[config.mk]
export PLATFORM = sky130hd
export DESIGN_NAME = issue_queue_oldest_ready_select
export DESIGN_NICKNAME = d
export VERILOG_FILES = /design/src/iqos_pkg.sv /design/src/iqos_ctrl.sv /design/src/iqos_dp.sv /design/src/issue_queue_oldest_ready_select.sv
export SDC_FILE = /design/constraint.sdc
export NUM_CORES = 2
export LEC_CHECK = 0
export BUFFER_PORTS_ARGS = -buffer_cell sky130_fd_sc_hd__buf_2
export CORE_UTILIZATION = 50
export CTS_CLUSTER_SIZE = 20
export DETAILED_ROUTE_END_ITERATION = 12
export PLACE_DENSITY = 0.62
export SYNTH_ARGS = -nofsm -noshare
export SYNTH_HDL_FRONTEND = slang
export SYNTH_SLANG_ARGS = --single-unit
[constraint.sdc]
create_clock -name clk -period 39.3 [get_ports clk]
set_input_delay 1.965 -clock clk [delete_from_list [all_inputs] [get_ports clk]]
set_output_delay 1.965 -clock clk [all_outputs]
set_load 0.05 [all_outputs]
[src/iqos_pkg.sv]
// Shared constants, codes and handshake structs for the issue queue with
// oldest-ready select. No dependencies; used by every other file.
package iqos_pkg;

  localparam int QUEUE_DEPTH = 16;
  localparam int GROUP_WIDTH = 4;

  localparam int IDX_W   = $clog2(QUEUE_DEPTH);
  localparam int CNT_RAW = $clog2(QUEUE_DEPTH + 1);
  localparam int CNT_W   = (CNT_RAW > 5) ? CNT_RAW : 5;

  localparam int OP_W   = 2;
  localparam int ST_W   = 2;
  localparam int TAG_W  = 32;
  localparam int AGE_W  = 32;
  localparam int PAY_W  = 64;
  localparam int FREE_W = 5;

  localparam logic [OP_W-1:0] OP_INSERT = 2'd0;
  localparam logic [OP_W-1:0] OP_ISSUE  = 2'd1;
  localparam logic [OP_W-1:0] OP_WAKEUP = 2'd2;
  localparam logic [OP_W-1:0] OP_NOP    = 2'd3;

  localparam logic [ST_W-1:0] ST_OK            = 2'd0;
  localparam logic [ST_W-1:0] ST_FULL          = 2'd1;
  localparam logic [ST_W-1:0] ST_NONE_READY    = 2'd2;
  localparam logic [ST_W-1:0] ST_AGE_EXHAUSTED = 2'd3;

  typedef logic [IDX_W-1:0] idx_t;
  typedef logic [CNT_W-1:0] cnt_t;

  // controller -> datapath
  typedef struct packed {
    logic load;        // capture the request
    logic scan_start;  // reset the age scan
    logic scan_step;   // fold one entry into the scan
    logic finish;      // apply the request and register the result
  } ctl_cmd_t;

  // datapath -> controller
  typedef struct packed {
    logic is_issue;
    logic scan_last;
  } dp_stat_t;

endpackage

[src/iqos_ctrl.sv]
// Control state machine: accepts requests and sequences execute and age scan.
// Depends on iqos_pkg.
module iqos_ctrl (
  input  logic               clk,
  input  logic               rst_n,
  input  logic               start,
  output logic               busy,
  input  iqos_pkg::dp_stat_t stat,
  output iqos_pkg::ctl_cmd_t cmd
);

  localparam logic [1:0] S_IDLE = 2'd0;
  localparam logic [1:0] S_EXEC = 2'd1;
  localparam logic [1:0] S_SCAN = 2'd2;

  logic [1:0] state_r, state_nxt;

  always_comb begin
    state_nxt = state_r;
    cmd       = '0;
    case (state_r)
      S_IDLE: begin
        if (start) begin
          cmd.load  = 1'b1;
          state_nxt = S_EXEC;
        end
      end
      S_EXEC: begin
        if (stat.is_issue) begin
          cmd.scan_start = 1'b1;
          state_nxt      = S_SCAN;
        end else begin
          cmd.finish = 1'b1;
          state_nxt  = S_IDLE;
        end
      end
      S_SCAN: begin
        if (stat.scan_last) begin
          cmd.finish = 1'b1;
          state_nxt  = S_IDLE;
        end else begin
          cmd.scan_step = 1'b1;
        end
      end
      default: state_nxt = S_IDLE;
    endcase
  end

  always_ff @(posedge clk) begin
    if (!rst_n) begin
      state_r <= S_IDLE;
    end else begin
      state_r <= state_nxt;
    end
  end

  assign busy = (state_r != S_IDLE);

endmodule

[src/iqos_dp.sv]
// Datapath: entry storage, wakeup compare, lowest-free-slot pick, serial
// oldest-ready scan and the result registers. Depends on iqos_pkg.
module iqos_dp (
  input  logic                                    clk,
  input  logic                                    rst_n,
  input  iqos_pkg::ctl_cmd_t                      cmd,
  output iqos_pkg::dp_stat_t                      stat,
  input  logic [iqos_pkg::OP_W-1:0]               in_opcode,
  input  logic [iqos_pkg::TAG_W-1:0]              in_src1_tag_or_value,
  input  logic                                    in_src1_ready_in,
  input  logic [iqos_pkg::TAG_W-1:0]              in_src2_tag_or_value,
  input  logic                                    in_src2_ready_in,
  input  logic [iqos_pkg::PAY_W-1:0]              in_instr_payload,
  input  logic [iqos_pkg::TAG_W-1:0]              in_wakeup_tag,
  output logic                                    out_valid,
  output logic [iqos_pkg::ST_W-1:0]               out_status,
  output logic [iqos_pkg::TAG_W-1:0]              out_issued_src1,
  output logic [iqos_pkg::TAG_W-1:0]              out_issued_src2,
  output logic [iqos_pkg::PAY_W-1:0]              out_issued_payload,
  output logic [iqos_pkg::FREE_W-1:0]             out_free_count,
  output logic                                    out_group_fits
);

  localparam int DEPTH = iqos_pkg::QUEUE_DEPTH;

  // captured request
  logic [iqos_pkg::OP_W-1:0]  op_r;
  logic [iqos_pkg::TAG_W-1:0] req_src1_r, req_src2_r, req_wtag_r;
  logic                       req_rdy1_r, req_rdy2_r;
  logic [iqos_pkg::PAY_W-1:0] req_pay_r;

  // entry storage
  logic [DEPTH-1:0]           valid_r, valid_nxt;
  logic [DEPTH-1:0]           rdy1_r, rdy1_nxt;
  logic [DEPTH-1:0]           rdy2_r, rdy2_nxt;
  logic [iqos_pkg::AGE_W-1:0] age_r  [DEPTH];
  logic [iqos_pkg::TAG_W-1:0] src1_r [DEPTH];
  logic [iqos_pkg::TAG_W-1:0] src2_r [DEPTH];
  logic [iqos_pkg::PAY_W-1:0] pay_r  [DEPTH];

  logic [iqos_pkg::AGE_W-1:0] youngest_r;
  iqos_pkg::cnt_t             free_cnt_r, free_cnt_nxt;

  // scan state
  iqos_pkg::idx_t             scan_idx_r, best_idx_r;
  logic [iqos_pkg::AGE_W-1:0] best_age_r;
  logic                       found_r;

  // result registers
  logic                       out_valid_r;
  logic [iqos_pkg::ST_W-1:0]  out_status_r;
  logic [iqos_pkg::TAG_W-1:0] out_src1_r, out_src2_r;
  logic [iqos_pkg::PAY_W-1:0] out_pay_r;
  logic [iqos_pkg::FREE_W-1:0] out_free_r;
  logic                       out_fits_r;

  iqos_pkg::idx_t            free_idx, pick_idx;
  logic                      cand, take, pick_found;
  logic                      is_insert, is_issue, is_wakeup;
  logic                      q_full, age_done, ins_ok, iss_ok;
  logic [iqos_pkg::ST_W-1:0] status_c;

  assign is_insert = (op_r == iqos_pkg::OP_INSERT);
  assign is_issue  = (op_r == iqos_pkg::OP_ISSUE);
  assign is_wakeup = (op_r == iqos_pkg::OP_WAKEUP);

  assign stat.is_issue  = is_issue;
  assign stat.scan_last = (scan_idx_r == iqos_pkg::IDX_W'(DEPTH - 1));

  always_ff @(posedge clk) begin
    if (cmd.load) begin
      op_r       <= in_opcode;
      req_src1_r <= in_src1_tag_or_value;
      req_rdy1_r <= in_src1_ready_in;
      req_src2_r <= in_src2_tag_or_value;
      req_rdy2_r <= in_src2_ready_in;
      req_pay_r  <= in_instr_payload;
      req_wtag_r <= in_wakeup_tag;
    end
  end

  // lowest free slot
  always_comb begin
    free_idx = '0;
    for (int i = DEPTH - 1; i >= 0; i--) begin
      if (!valid_r[i]) free_idx = iqos_pkg::IDX_W'(i);
    end
  end

  // one entry of the oldest-ready scan per cycle
  assign cand = valid_r[scan_idx_r] & rdy1_r[scan_idx_r] & rdy2_r[scan_idx_r];
  assign take = cand && (!found_r || (age_r[scan_idx_r] < best_age_r));
  assign pick_idx   = take ? scan_idx_r : best_idx_r;
  assign pick_found = take | found_r;

  always_ff @(posedge clk) begin
    if (cmd.scan_start) begin
      scan_idx_r <= '0;
      found_r    <= 1'b0;
    end else if (cmd.scan_step) begin
      scan_idx_r <= scan_idx_r + 1'b1;
      if (take) begin
        found_r    <= 1'b1;
        best_idx_r <= scan_idx_r;
        best_age_r <= age_r[scan_idx_r];
      end
    end
  end

  assign q_full   = (free_cnt_r == '0);
  assign age_done = (youngest_r == '1);
  assign ins_ok   = cmd.finish && is_insert && !q_full && !age_done;
  assign iss_ok   = cmd.finish && is_issue && pick_found;

  always_comb begin
    status_c = iqos_pkg::ST_OK;
    if (is_insert) begin
      if (q_full)        status_c = iqos_pkg::ST_FULL;
      else if (age_done) status_c = iqos_pkg::ST_AGE_EXHAUSTED;
    end else if (is_issue && !pick_found) begin
      status_c = iqos_pkg::ST_NONE_READY;
    end
  end

  always_comb begin
    valid_nxt    = valid_r;
    rdy1_nxt     = rdy1_r;
    rdy2_nxt     = rdy2_r;
    free_cnt_nxt = free_cnt_r;
    if (ins_ok) begin
      valid_nxt[free_idx] = 1'b1;
      rdy1_nxt[free_idx]  = req_rdy1_r;
      rdy2_nxt[free_idx]  = req_rdy2_r;
      free_cnt_nxt        = free_cnt_r - 1'b1;
    end
    if (iss_ok) begin
      valid_nxt[pick_idx] = 1'b0;
      free_cnt_nxt        = free_cnt_r + 1'b1;
    end
    if (cmd.finish && is_wakeup) begin
      for (int i = 0; i < DEPTH; i++) begin
        if (valid_r[i] && (src1_r[i] == req_wtag_r)) rdy1_nxt[i] = 1'b1;
        if (valid_r[i] && (src2_r[i] == req_wtag_r)) rdy2_nxt[i] = 1'b1;
      end
    end
  end

  always_ff @(posedge clk) begin
    if (!rst_n) begin
      valid_r    <= '0;
      youngest_r <= '0;
      free_cnt_r <= iqos_pkg::CNT_W'(DEPTH);
    end else begin
      valid_r    <= valid_nxt;
      free_cnt_r <= free_cnt_nxt;
      if (ins_ok) youngest_r <= youngest_r + 1'b1;
    end
  end

  always_ff @(posedge clk) begin
    rdy1_r <= rdy1_nxt;
    rdy2_r <= rdy2_nxt;
    if (ins_ok) begin
      age_r[free_idx]  <= youngest_r + 1'b1;
      src1_r[free_idx] <= req_src1_r;
      src2_r[free_idx] <= req_src2_r;
      pay_r[free_idx]  <= req_pay_r;
    end
  end

  // result registers
  always_ff @(posedge clk) begin
    if (!rst_n) begin
      out_valid_r <= 1'b0;
    end else begin
      out_valid_r <= cmd.finish;
    end
  end

  always_ff @(posedge clk) begin
    if (cmd.finish) begin
      out_status_r <= status_c;
      out_src1_r   <= iss_ok ? src1_r[pick_idx] : '0;
      out_src2_r   <= iss_ok ? src2_r[pick_idx] : '0;
      out_pay_r    <= iss_ok ? pay_r[pick_idx] : '0;
      out_free_r   <= (free_cnt_nxt > iqos_pkg::CNT_W'(31)) ? '1
                    : free_cnt_nxt[iqos_pkg::FREE_W-1:0];
      out_fits_r   <= (free_cnt_nxt >= iqos_pkg::CNT_W'(iqos_pkg::GROUP_WIDTH));
    end
  end

  assign out_valid          = out_valid_r;
  assign out_status         = out_status_r;
  assign out_issued_src1    = out_src1_r;
  assign out_issued_src2    = out_src2_r;
  assign out_issued_payload = out_pay_r;
  assign out_free_count     = out_free_r;
  assign out_group_fits     = out_fits_r;

endmodule

[src/issue_queue_oldest_ready_select.sv]
// Issue queue with oldest-ready select: top level, controller plus datapath.
// Depends on iqos_pkg, iqos_ctrl and iqos_dp.
//
// A request (insert, issue or wakeup) is taken at a rising edge where start
// is high and busy is low; the in_ ports are sampled at that edge. Exactly one
// result follows per request: out_valid is high for a single cycle and the
// out_ ports hold the result during that cycle. The receiver has no way to
// stall, so every result must be taken when shown.
// Sequence, from the accepting edge to the result:
//   insert, wakeup, nop: executed in S_EXEC and the result registered; the
//   next request can be taken in the cycle the result is shown.
//   issue: S_EXEC, then the age scan in S_SCAN, which walks all QUEUE_DEPTH
//   entries, one per cycle, against the oldest ready entry found so far.
// Wakeup tag compares run across all entries in parallel, combinationally.
// Reset (rst_n low, synchronous) empties the queue and zeroes the age
// counter; no clearing pass is needed, entry contents are written on insert.
module issue_queue_oldest_ready_select (
  input  logic                         clk,
  input  logic                         rst_n,
  input  logic                         start,
  output logic                         busy,
  input  logic [iqos_pkg::OP_W-1:0]    in_opcode,
  input  logic [iqos_pkg::TAG_W-1:0]   in_src1_tag_or_value,
  input  logic                         in_src1_ready_in,
  input  logic [iqos_pkg::TAG_W-1:0]   in_src2_tag_or_value,
  input  logic                         in_src2_ready_in,
  input  logic [iqos_pkg::PAY_W-1:0]   in_instr_payload,
  input  logic [iqos_pkg::TAG_W-1:0]   in_wakeup_tag,
  output logic                         out_valid,
  output logic [iqos_pkg::ST_W-1:0]    out_status,
  output logic [iqos_pkg::TAG_W-1:0]   out_issued_src1,
  output logic [iqos_pkg::TAG_W-1:0]   out_issued_src2,
  output logic [iqos_pkg::PAY_W-1:0]   out_issued_payload,
  output logic [iqos_pkg::FREE_W-1:0]  out_free_count,
  output logic                         out_group_fits
);

  iqos_pkg::ctl_cmd_t cmd;
  iqos_pkg::dp_stat_t stat;

  iqos_ctrl u_ctrl (
    .clk   (clk),
    .rst_n (rst_n),
    .start (start),
    .busy  (busy),
    .stat  (stat),
    .cmd   (cmd)
  );

  iqos_dp u_dp (
    .clk                  (clk),
    .rst_n                (rst_n),
    .cmd                  (cmd),
    .stat                 (stat),
    .in_opcode            (in_opcode),
    .in_src1_tag_or_value (in_src1_tag_or_value),
    .in_src1_ready_in     (in_src1_ready_in),
    .in_src2_tag_or_value (in_src2_tag_or_value),
    .in_src2_ready_in     (in_src2_ready_in),
    .in_instr_payload     (in_instr_payload),
    .in_wakeup_tag        (in_wakeup_tag),
    .out_valid            (out_valid),
    .out_status           (out_status),
    .out_issued_src1      (out_issued_src1),
    .out_issued_src2      (out_issued_src2),
    .out_issued_payload   (out_issued_payload),
    .out_free_count       (out_free_count),
    .out_group_fits       (out_group_fits)
  );

`ifndef SYNTH
  // a result only ever closes out a request in flight
  a_result_after_busy: assert property (@(posedge clk) disable iff (!rst_n)
    out_valid |-> $past(busy))
    else $error("result strobe without a request in flight");

  // one result per request: never two strobes in a row
  a_single_strobe: assert property (@(posedge clk) disable iff (!rst_n)
    out_valid |=> !out_valid)
    else $error("result strobe repeated");

  a_accept_busy: assert property (@(posedge clk) disable iff (!rst_n)
    (start && !busy) |=> busy)
    else $error("request accepted but block not busy");

  a_full_count: assert property (@(posedge clk) disable iff (!rst_n)
    (out_valid && (out_status == iqos_pkg::ST_FULL)) |-> (out_free_count == '0))
    else $error("queue full reported with free entries");
`endif

endmodule
* After elaboration in Yosys (flattened, before gate mapping) *
Memories as Yosys holds them, arrays and structs flattened. A register that Yosys moved wholly into a read port is not among the register bits.
Index checks and enable logic that the tools add are counted.

cells by class
  $add $sub $neg = 4
  equal/unequal tests = 40
  reductions and logical operators = 58
  multiplexer cells = 90
  bitwise logic cells = 7
  order comparisons = 8

operators by type and width
  operator                                                                             number
  32-bit equality test                                                                 32
  16-bit 2-to-1 mux                                                                    6
  4-bit 2-to-1 mux                                                                     19
  1-bit 2-to-1 mux                                                                     47
  1-bit logical AND                                                                    42
  32-bit by 1-bit adder with 32-bit output, second input constant                      1
  16-bit bitwise mux                                                                   2
  32-bit equality test, second input constant                                          1
  32-bit < comparator                                                                  1
  16-bit bitwise AND                                                                   1
  16-bit inverter                                                                      1
  16-bit bitwise OR                                                                    1
  4-bit by 5-bit < comparator with 1-bit output, second input constant                 3
  2-bit 2-to-1 mux                                                                     7
  1-bit binary-select mux with 4-bit select                                            3
  5-bit 2-to-1 mux                                                                     2
  1-bit demux with 4-bit select                                                        2
  4-bit by 1-bit greater-or-equal comparator with 1-bit output, second input constant  2
  1-bit logical NOT                                                                    7
  2-bit case mux with 3 select lines                                                   1
  2-bit AND reduction                                                                  3
  5-bit by 1-bit adder with 5-bit output, second input constant                        1
  5-bit by 3-bit greater-or-equal comparator with 1-bit output, second input constant  1
  5-bit greater-than comparator, second input constant                                 1
  other kinds (15)                                                                     20

word-level totals
  bits in writable memories = 2,560
  register bits = 301
  word-level logic and storage cells = 232
  input port bits = 167
  memories = 4
  output and inout bits = 138

memory list
  name         depth  width  rd ports  clocked after memory_dff  write ports  RTL line       source
  u_dp.pay_r   16     64     1         1                         1            iqos_dp.sv:39  logic [iqos_pkg::PAY_W-1:0] pay_r [DEPTH];
  u_dp.age_r   16     32     1         1                         1            iqos_dp.sv:36  logic [iqos_pkg::AGE_W-1:0] age_r [DEPTH];
  u_dp.src1_r  16     32     17        1                         1            iqos_dp.sv:37  logic [iqos_pkg::TAG_W-1:0] src1_r [DEPTH];
  u_dp.src2_r  16     32     17        1                         1            iqos_dp.sv:38  logic [iqos_pkg::TAG_W-1:0] src2_r [DEPTH];

* Longest topological paths before layout *
  depth in word-level cells = 24
  depth in mapped cells = 18
  mapped depth without buffers = 12

* Cells and area by module *
Synthesis repeated with hierarchy kept, for this count alone.

second synthesis, totals
  cell total of the unflattened synthesis = 7,314
  area, all modules = 122,942.9 um^2

by module, submodules not included
  module     instances  cells each  seq. area each (um^2)  area an instance (um^2)
  iqos_dp    1          7,291       88,865.2               122,752.7
  iqos_ctrl  1          23          40.0                   190.2

* Worst setup path after synthesis *
Ideal clock, no wire load.

  kind = flip-flop to flip-flop
  start point = register u_dp.free_cnt_r[0]
  end point = register u_dp.valid_r[13]
  library setup time = 124 ps
  cell stages (with the launch flop) = 12
  data required time = 39,176 ps
  arrival time = 15,178 ps
  setup slack = 23,998 ps
  period minus slack after synthesis = 15,302 ps
  buffers on the path = 0
  cells stage by stage = dfxtp_1 inv_1 ha_1 nor4b_1 or3_1 a211oi_1 o31ai_2 nor2_1 nand3_1 a211oi_1 o21ai_0 a41oi_1

between the ends
  longest elaborated chain between the ends = 7

RTL lines
  what                                 RTL line        source
  start, declared                      iqos_dp.sv:42   iqos_pkg::cnt_t free_cnt_r, free_cnt_nxt;
  start signal, assigned               iqos_dp.sv:152  free_cnt_r <= iqos_pkg::CNT_W'(DEPTH);
  start signal, assigned               iqos_dp.sv:155  free_cnt_r <= free_cnt_nxt;
  5-bit logical NOT (*)                iqos_dp.sv:110  assign q_full = (free_cnt_r == '0);
  1-bit logical NOT (*)                iqos_dp.sv:112  assign ins_ok = cmd.finish && is_insert && !q_full && !age_done;
  1-bit logical AND (*) (2 in a row)   iqos_dp.sv:112
  16-bit 2-to-1 mux (*)                iqos_dp.sv:130  if (ins_ok) begin
  16-bit bitwise AND (no source line)  --
  16-bit 2-to-1 mux (*)                iqos_dp.sv:136  if (iss_ok) begin
  end signal, assigned                 iqos_dp.sv:154  valid_r <= valid_nxt;
  end, declared                        iqos_dp.sv:33   logic [DEPTH-1:0] valid_r, valid_nxt;

Mark *: on every way between the ends. The rest lies on a longest branch, timed or not.
A chain may end at the register's enable or synchronous reset.

==> metrics.log <==
[metrics] count of endpoints failing hold in the final timing report: 0
[metrics] top cells by area, synth: sky130_fd_sc_hd__edfxtp_1 71%, sky130_fd_sc_hd__xnor2_1 6.9%, sky130_fd_sc_hd__mux2i_1 4.4%
[metrics] post-route clock period utilization: 26.2%
[metrics] share of synthesized flip-flops with an asynchronous set or reset: 0%
[metrics] height of the die: 497 µm
[metrics] Core Box Area: 244000 µm²
[metrics] vias after detailed routing: 74100
[metrics] initial DRC count: 11900
[metrics] initial antenna violation count: 40
[metrics] WP data arrival: 10.97 ns
[metrics] timing-limited maximum frequency: 97.0 MHz
[metrics] count of antenna-violating nets left after detailed routing: 0
[metrics] fraction of the core area covered by cells at the end of the flow: between 50% and 60%
[metrics] largest net degree at the start of global routing: 160
[metrics] setup_tns: 0 ns
[metrics] met2 layer wire length in the routed design: 185000 µm
[metrics] RSZ-0062 raised after global routing: false
[metrics] critical path start-end classification: reg2reg
[metrics] result of the run: finished clean
[metrics] overall die width: 497 µm
[metrics] number of warnings printed during yosys synthesis: 0
[metrics] # Max-Cap Violations: 0
[metrics] leakage: 44.3 nW
[metrics] worst ir drop on vdd: 0.0000426 V
[metrics] DP HPWL: 254000 µm
[metrics] number of nets at the end of the flow: 7839
[metrics] simple-gate share of the synthesized area: 3.75%
[metrics] M1 wire length: approximately 170000 µm
[metrics] critical path startpoint category: register
[metrics] Adder-Cell Fraction of Synth Area: less than 1%
[metrics] global route total overflow: 0
[metrics] area fraction in compound gates after synthesis: 6.64%
[metrics] register clock-pin slew on the reported worst setup and hold paths: 0.06 ns
[metrics] Port Buffers: 304
[metrics] buffers and inverters on the worst path: 5
[metrics] 1st-pass router iterations: 9
[metrics] average wire length per cell after detail routing: about 38 µm
[metrics] most used cell along the critical path: sky130_fd_sc_hd__buf_4
[metrics] top cells by count, synth: 2896 x sky130_fd_sc_hd__edfxtp_1, 963 x sky130_fd_sc_hd__xnor2_1, 538 x sky130_fd_sc_hd__mux2i_1
[metrics] crit end category: register
[metrics] clock network latency to the later pin of the worst-skew pair: 0.98 ns
[metrics] critical-path maximum fanout: 67
[metrics] Root Buffer: sky130_fd_sc_hd__clkbuf_16
[metrics] post-synthesis instance total: 7307
[metrics] sum of met3 wire segment lengths after detailed routing: 46600 µm
[metrics] post-synthesis register bit count: around 3000
[metrics] number of global-route vias before repair: around 70000
[metrics] Final Hold Slack: 0.482 ns
[metrics] hold buffer count at CTS: 0
[metrics] H-tree depth: 5
[metrics] count of distinct cell types in the synthesized netlist: 67
[metrics] cell area after synthesis: around 120000 µm²
[metrics] total number of clock tree sinks: 2993
[metrics] slowest library cell on the worst path: sky130_fd_sc_hd__buf_4
[metrics] area of the multi-input gates: 31900 µm²
[metrics] final-layout fill cell count: roughly 19000
[metrics] chain of cells forming the critical path: buf_4 -> mux4_2 -> mux4_2 -> ha_1 -> and3_1 -> a2111o_1 -> o311a_1 -> o31ai_1 -> nand4_4 -> mux2i_4 -> buf_4 -> buf_4 -> buf_4 -> buf_4 -> mux2i_1 -> o22ai_1 -> or4_1
[metrics] GR Util All Layers: 33.2%
[metrics] buffers inserted during post-CTS setup optimization: 0
[metrics] number of buffers created by CTS: 329
[metrics] TritonCTS clock tree: done
[metrics] CP max stage delay: 0.99 ns
[metrics] Syn-to-layout area delta: 12.5%
[metrics] family of cells with the greatest summed delay on the critical path: buffers and inverters
[metrics] area of all sequential standard cells: 88900 µm²
[metrics] wire length of the first global-routing pass: 573000 µm
[metrics] CTS resizes: 0
[metrics] ratio of total power to cell area: 50.0 nW/µm²
[metrics] flip-flop cell with the highest count after synthesis: sky130_fd_sc_hd__edfxtp_1
[metrics] count of flip-flops with a built-in enable after synthesis: 2896
[metrics] DRC Markers: 0
[metrics] largest buffer count on any clock path: 4
[metrics] Die Area: 247000 µm²
[metrics] area share of the leading cell type in the synthesized netlist: 70.9%
[metrics] minimum period implied by the final worst setup slack: 10.31 ns
[metrics] mux contribution to synthesized area: under 10%
[metrics] combinational family with the most area after synthesis: XOR/XNOR gates
[metrics] routability-driven placement congestion ratio: 1.05
[metrics] Highest Signal Layer: met5
[metrics] post-detailed-route via-to-cell ratio: around 6.7
[metrics] Avg Inst Size Synth: roughly 17 µm²
[metrics] Core Rows: 181
[metrics] sequential-to-total area share from yosys stat: between 70 and 80%
[metrics] drt total wl: between 400000 and 500000 µm
[metrics] Layout Skew: 0.0866 ns
[metrics] Slew Limit Headroom: about a tenth
[metrics] Final Setup Violations: 0
[metrics] count leader, synth: sky130_fd_sc_hd__edfxtp_1
[metrics] share of final-layout standard cells stronger than drive strength 1: 14.1%
[metrics] effective utilization at floorplan: 50.4%
[metrics] required time reported for the critical path endpoint: 39.96 ns
[metrics] Synthesized Nets: 7512
[metrics] pin slew with the least headroom to its limit: 1.34 ns
[metrics] count of boundary I/O pins: 305
[metrics] Min-Delay Path Class: reg2reg
[metrics] xor-xnor portion of the synthesized cell area: 7.57%
[metrics] Pins Over Slew Limit: 0
[metrics] area leader, netlist: sky130_fd_sc_hd__edfxtp_1
-- power by group --
group          switching [mW]  internal [mW]  leakage, nW  total (mW)
Clock                    1.25           1.69         4.84        2.93
Sequential             0.0654           3.52         27.0        3.59
Combinational           0.229          0.150         12.5       0.379
-- kinds of logic (layout without fill, tap and decap cells) --
group / Yosys count / in the layout
and+or+nand+nor: 776 / 776
buffers and inverters: 544 / 1110
muxes: 703 / 703
other: 0 / 10
adders and majority gates: 38 / 38
xor gates and xnor gates: 1061 / 1061
AOI/OAI and AO/OA: 1192 / 1192
DFF: 2993 / 2993
-- flip-flops by register name, summed over array words and instances (netlist names), 5 cells and up, named ones only --
| signal | cells |
|---|---|
| u_dp.req_src1_r | 32 |
| u_dp.req_wtag_r | 32 |
| u_dp.out_issued_src1 | 32 |
| u_dp.out_free_count | 5 |
| u_dp.req_src2_r | 32 |
| u_dp.rdy1_r | 16 |
| u_dp.out_issued_src2 | 32 |
| u_dp.pay_r | 1024 |
| u_dp.src2_r | 512 |
| u_dp.out_issued_payload | 64 |
| u_dp.rdy2_r | 16 |
| u_dp.free_cnt_r | 5 |
| u_dp.youngest_r | 32 |
| u_dp.age_r | 512 |
| u_dp.valid_r | 16 |
| u_dp.src1_r | 512 |
| u_dp.best_age_r | 32 |
| u_dp.req_pay_r | 64 |
-- worst min-delay path: stages (launching register included) --
cell,delay [ns]
sky130_fd_sc_hd__dfxtp_1,0.33
sky130_fd_sc_hd__mux2i_1,0.07
sky130_fd_sc_hd__nand2_1,0.06
-- final cells by class --
type                    instances  area share (%)
diodes                         10          0.0181
clock buffers                 420            6.33
clock inverters               150           0.900
inverters                      65           0.182
multi-input cells            3770            23.1
flip-flops and latches       2993            64.4
well taps                    3202            2.90
repair buffers                475            2.15
-- routing by layer --
metal | vias up | global-route usage (%)
met1 | 38400 | 46.9
met2 | 4869 | 49.2
met5 | - | 0
met4 | 44 | 14.5
met3 | 887 | 7.87
li1 | 29900 | -
-- layout by cell type, fill, tap and decap left out, types with 9 or more instances in the layout --
master / synthesis / routed
sky130_fd_sc_hd__a21oi_1: 31 / 31
sky130_fd_sc_hd__a22oi_1: 513 / 513
sky130_fd_sc_hd__a31oi_1: 9 / 9
sky130_fd_sc_hd__and2_1: 11 / 10
sky130_fd_sc_hd__and3_1: 13 / 13
sky130_fd_sc_hd__buf_12: 0 / 13
sky130_fd_sc_hd__buf_2: 133 / 305
sky130_fd_sc_hd__buf_4: 3 / 157
sky130_fd_sc_hd__bufinv_16: 0 / 19
sky130_fd_sc_hd__clkbuf_1: 216 / 82
sky130_fd_sc_hd__clkbuf_16: 0 / 335
sky130_fd_sc_hd__clkinv_1: 1 / 70
sky130_fd_sc_hd__clkinv_2: 0 / 39
sky130_fd_sc_hd__clkinvlp_4: 0 / 11
sky130_fd_sc_hd__dfxtp_1: 97 / 93
sky130_fd_sc_hd__diode_2: 0 / 10
sky130_fd_sc_hd__edfxtp_1: 2896 / 2896
sky130_fd_sc_hd__ha_1: 38 / 38
sky130_fd_sc_hd__inv_1: 64 / 63
sky130_fd_sc_hd__mux2i_1: 538 / 536
sky130_fd_sc_hd__mux4_2: 161 / 161
sky130_fd_sc_hd__nand2_1: 76 / 72
sky130_fd_sc_hd__nand3_1: 57 / 57
sky130_fd_sc_hd__nand4_1: 288 / 288
sky130_fd_sc_hd__nor2_1: 65 / 57
sky130_fd_sc_hd__nor3_1: 18 / 17
sky130_fd_sc_hd__nor4_1: 85 / 79
sky130_fd_sc_hd__o21ai_0: 49 / 47
sky130_fd_sc_hd__o22ai_1: 518 / 518
sky130_fd_sc_hd__or3_1: 13 / 13
sky130_fd_sc_hd__or4_1: 129 / 129
sky130_fd_sc_hd__xnor2_1: 963 / 962
sky130_fd_sc_hd__xor2_1: 98 / 98
-- through the flow --
step                      setup WS, ns  power [mW]  area (µm²)  std cells
final                            28.99        6.90      138000      11100
after global routing             28.57        7.05      138000      11100
after CTS                        29.01        6.91      138000      11100
after detailed placement         29.04        4.03      128000      10500
after global placement           29.12        4.02      128000      10500
after floorplan                  24.00        3.87      123000       7307
-- path summary, 6_finish.rpt --
| path | start | end | slack, ns | depth (start not counted) |
|---|---|---|---|---|
| hold / removal | u_dp.rdy1_r[11]$_DFF_P_ | u_dp.rdy1_r[11]$_DFF_P_ | 0.48 | 2 |
| setup / recovery | register | u_dp.out_issued_payload[52]$_SDFFCE_PN0P_ | 28.99 | 17 |
| setup reg to reg | register | u_dp.out_issued_payload[52]$_SDFFCE_PN0P_ | 28.99 | 17 |
| hold reg to reg | u_dp.rdy1_r[11]$_DFF_P_ | u_dp.rdy1_r[11]$_DFF_P_ | 0.48 | 2 |
Note: power is estimated with default switching activity, not from simulation.
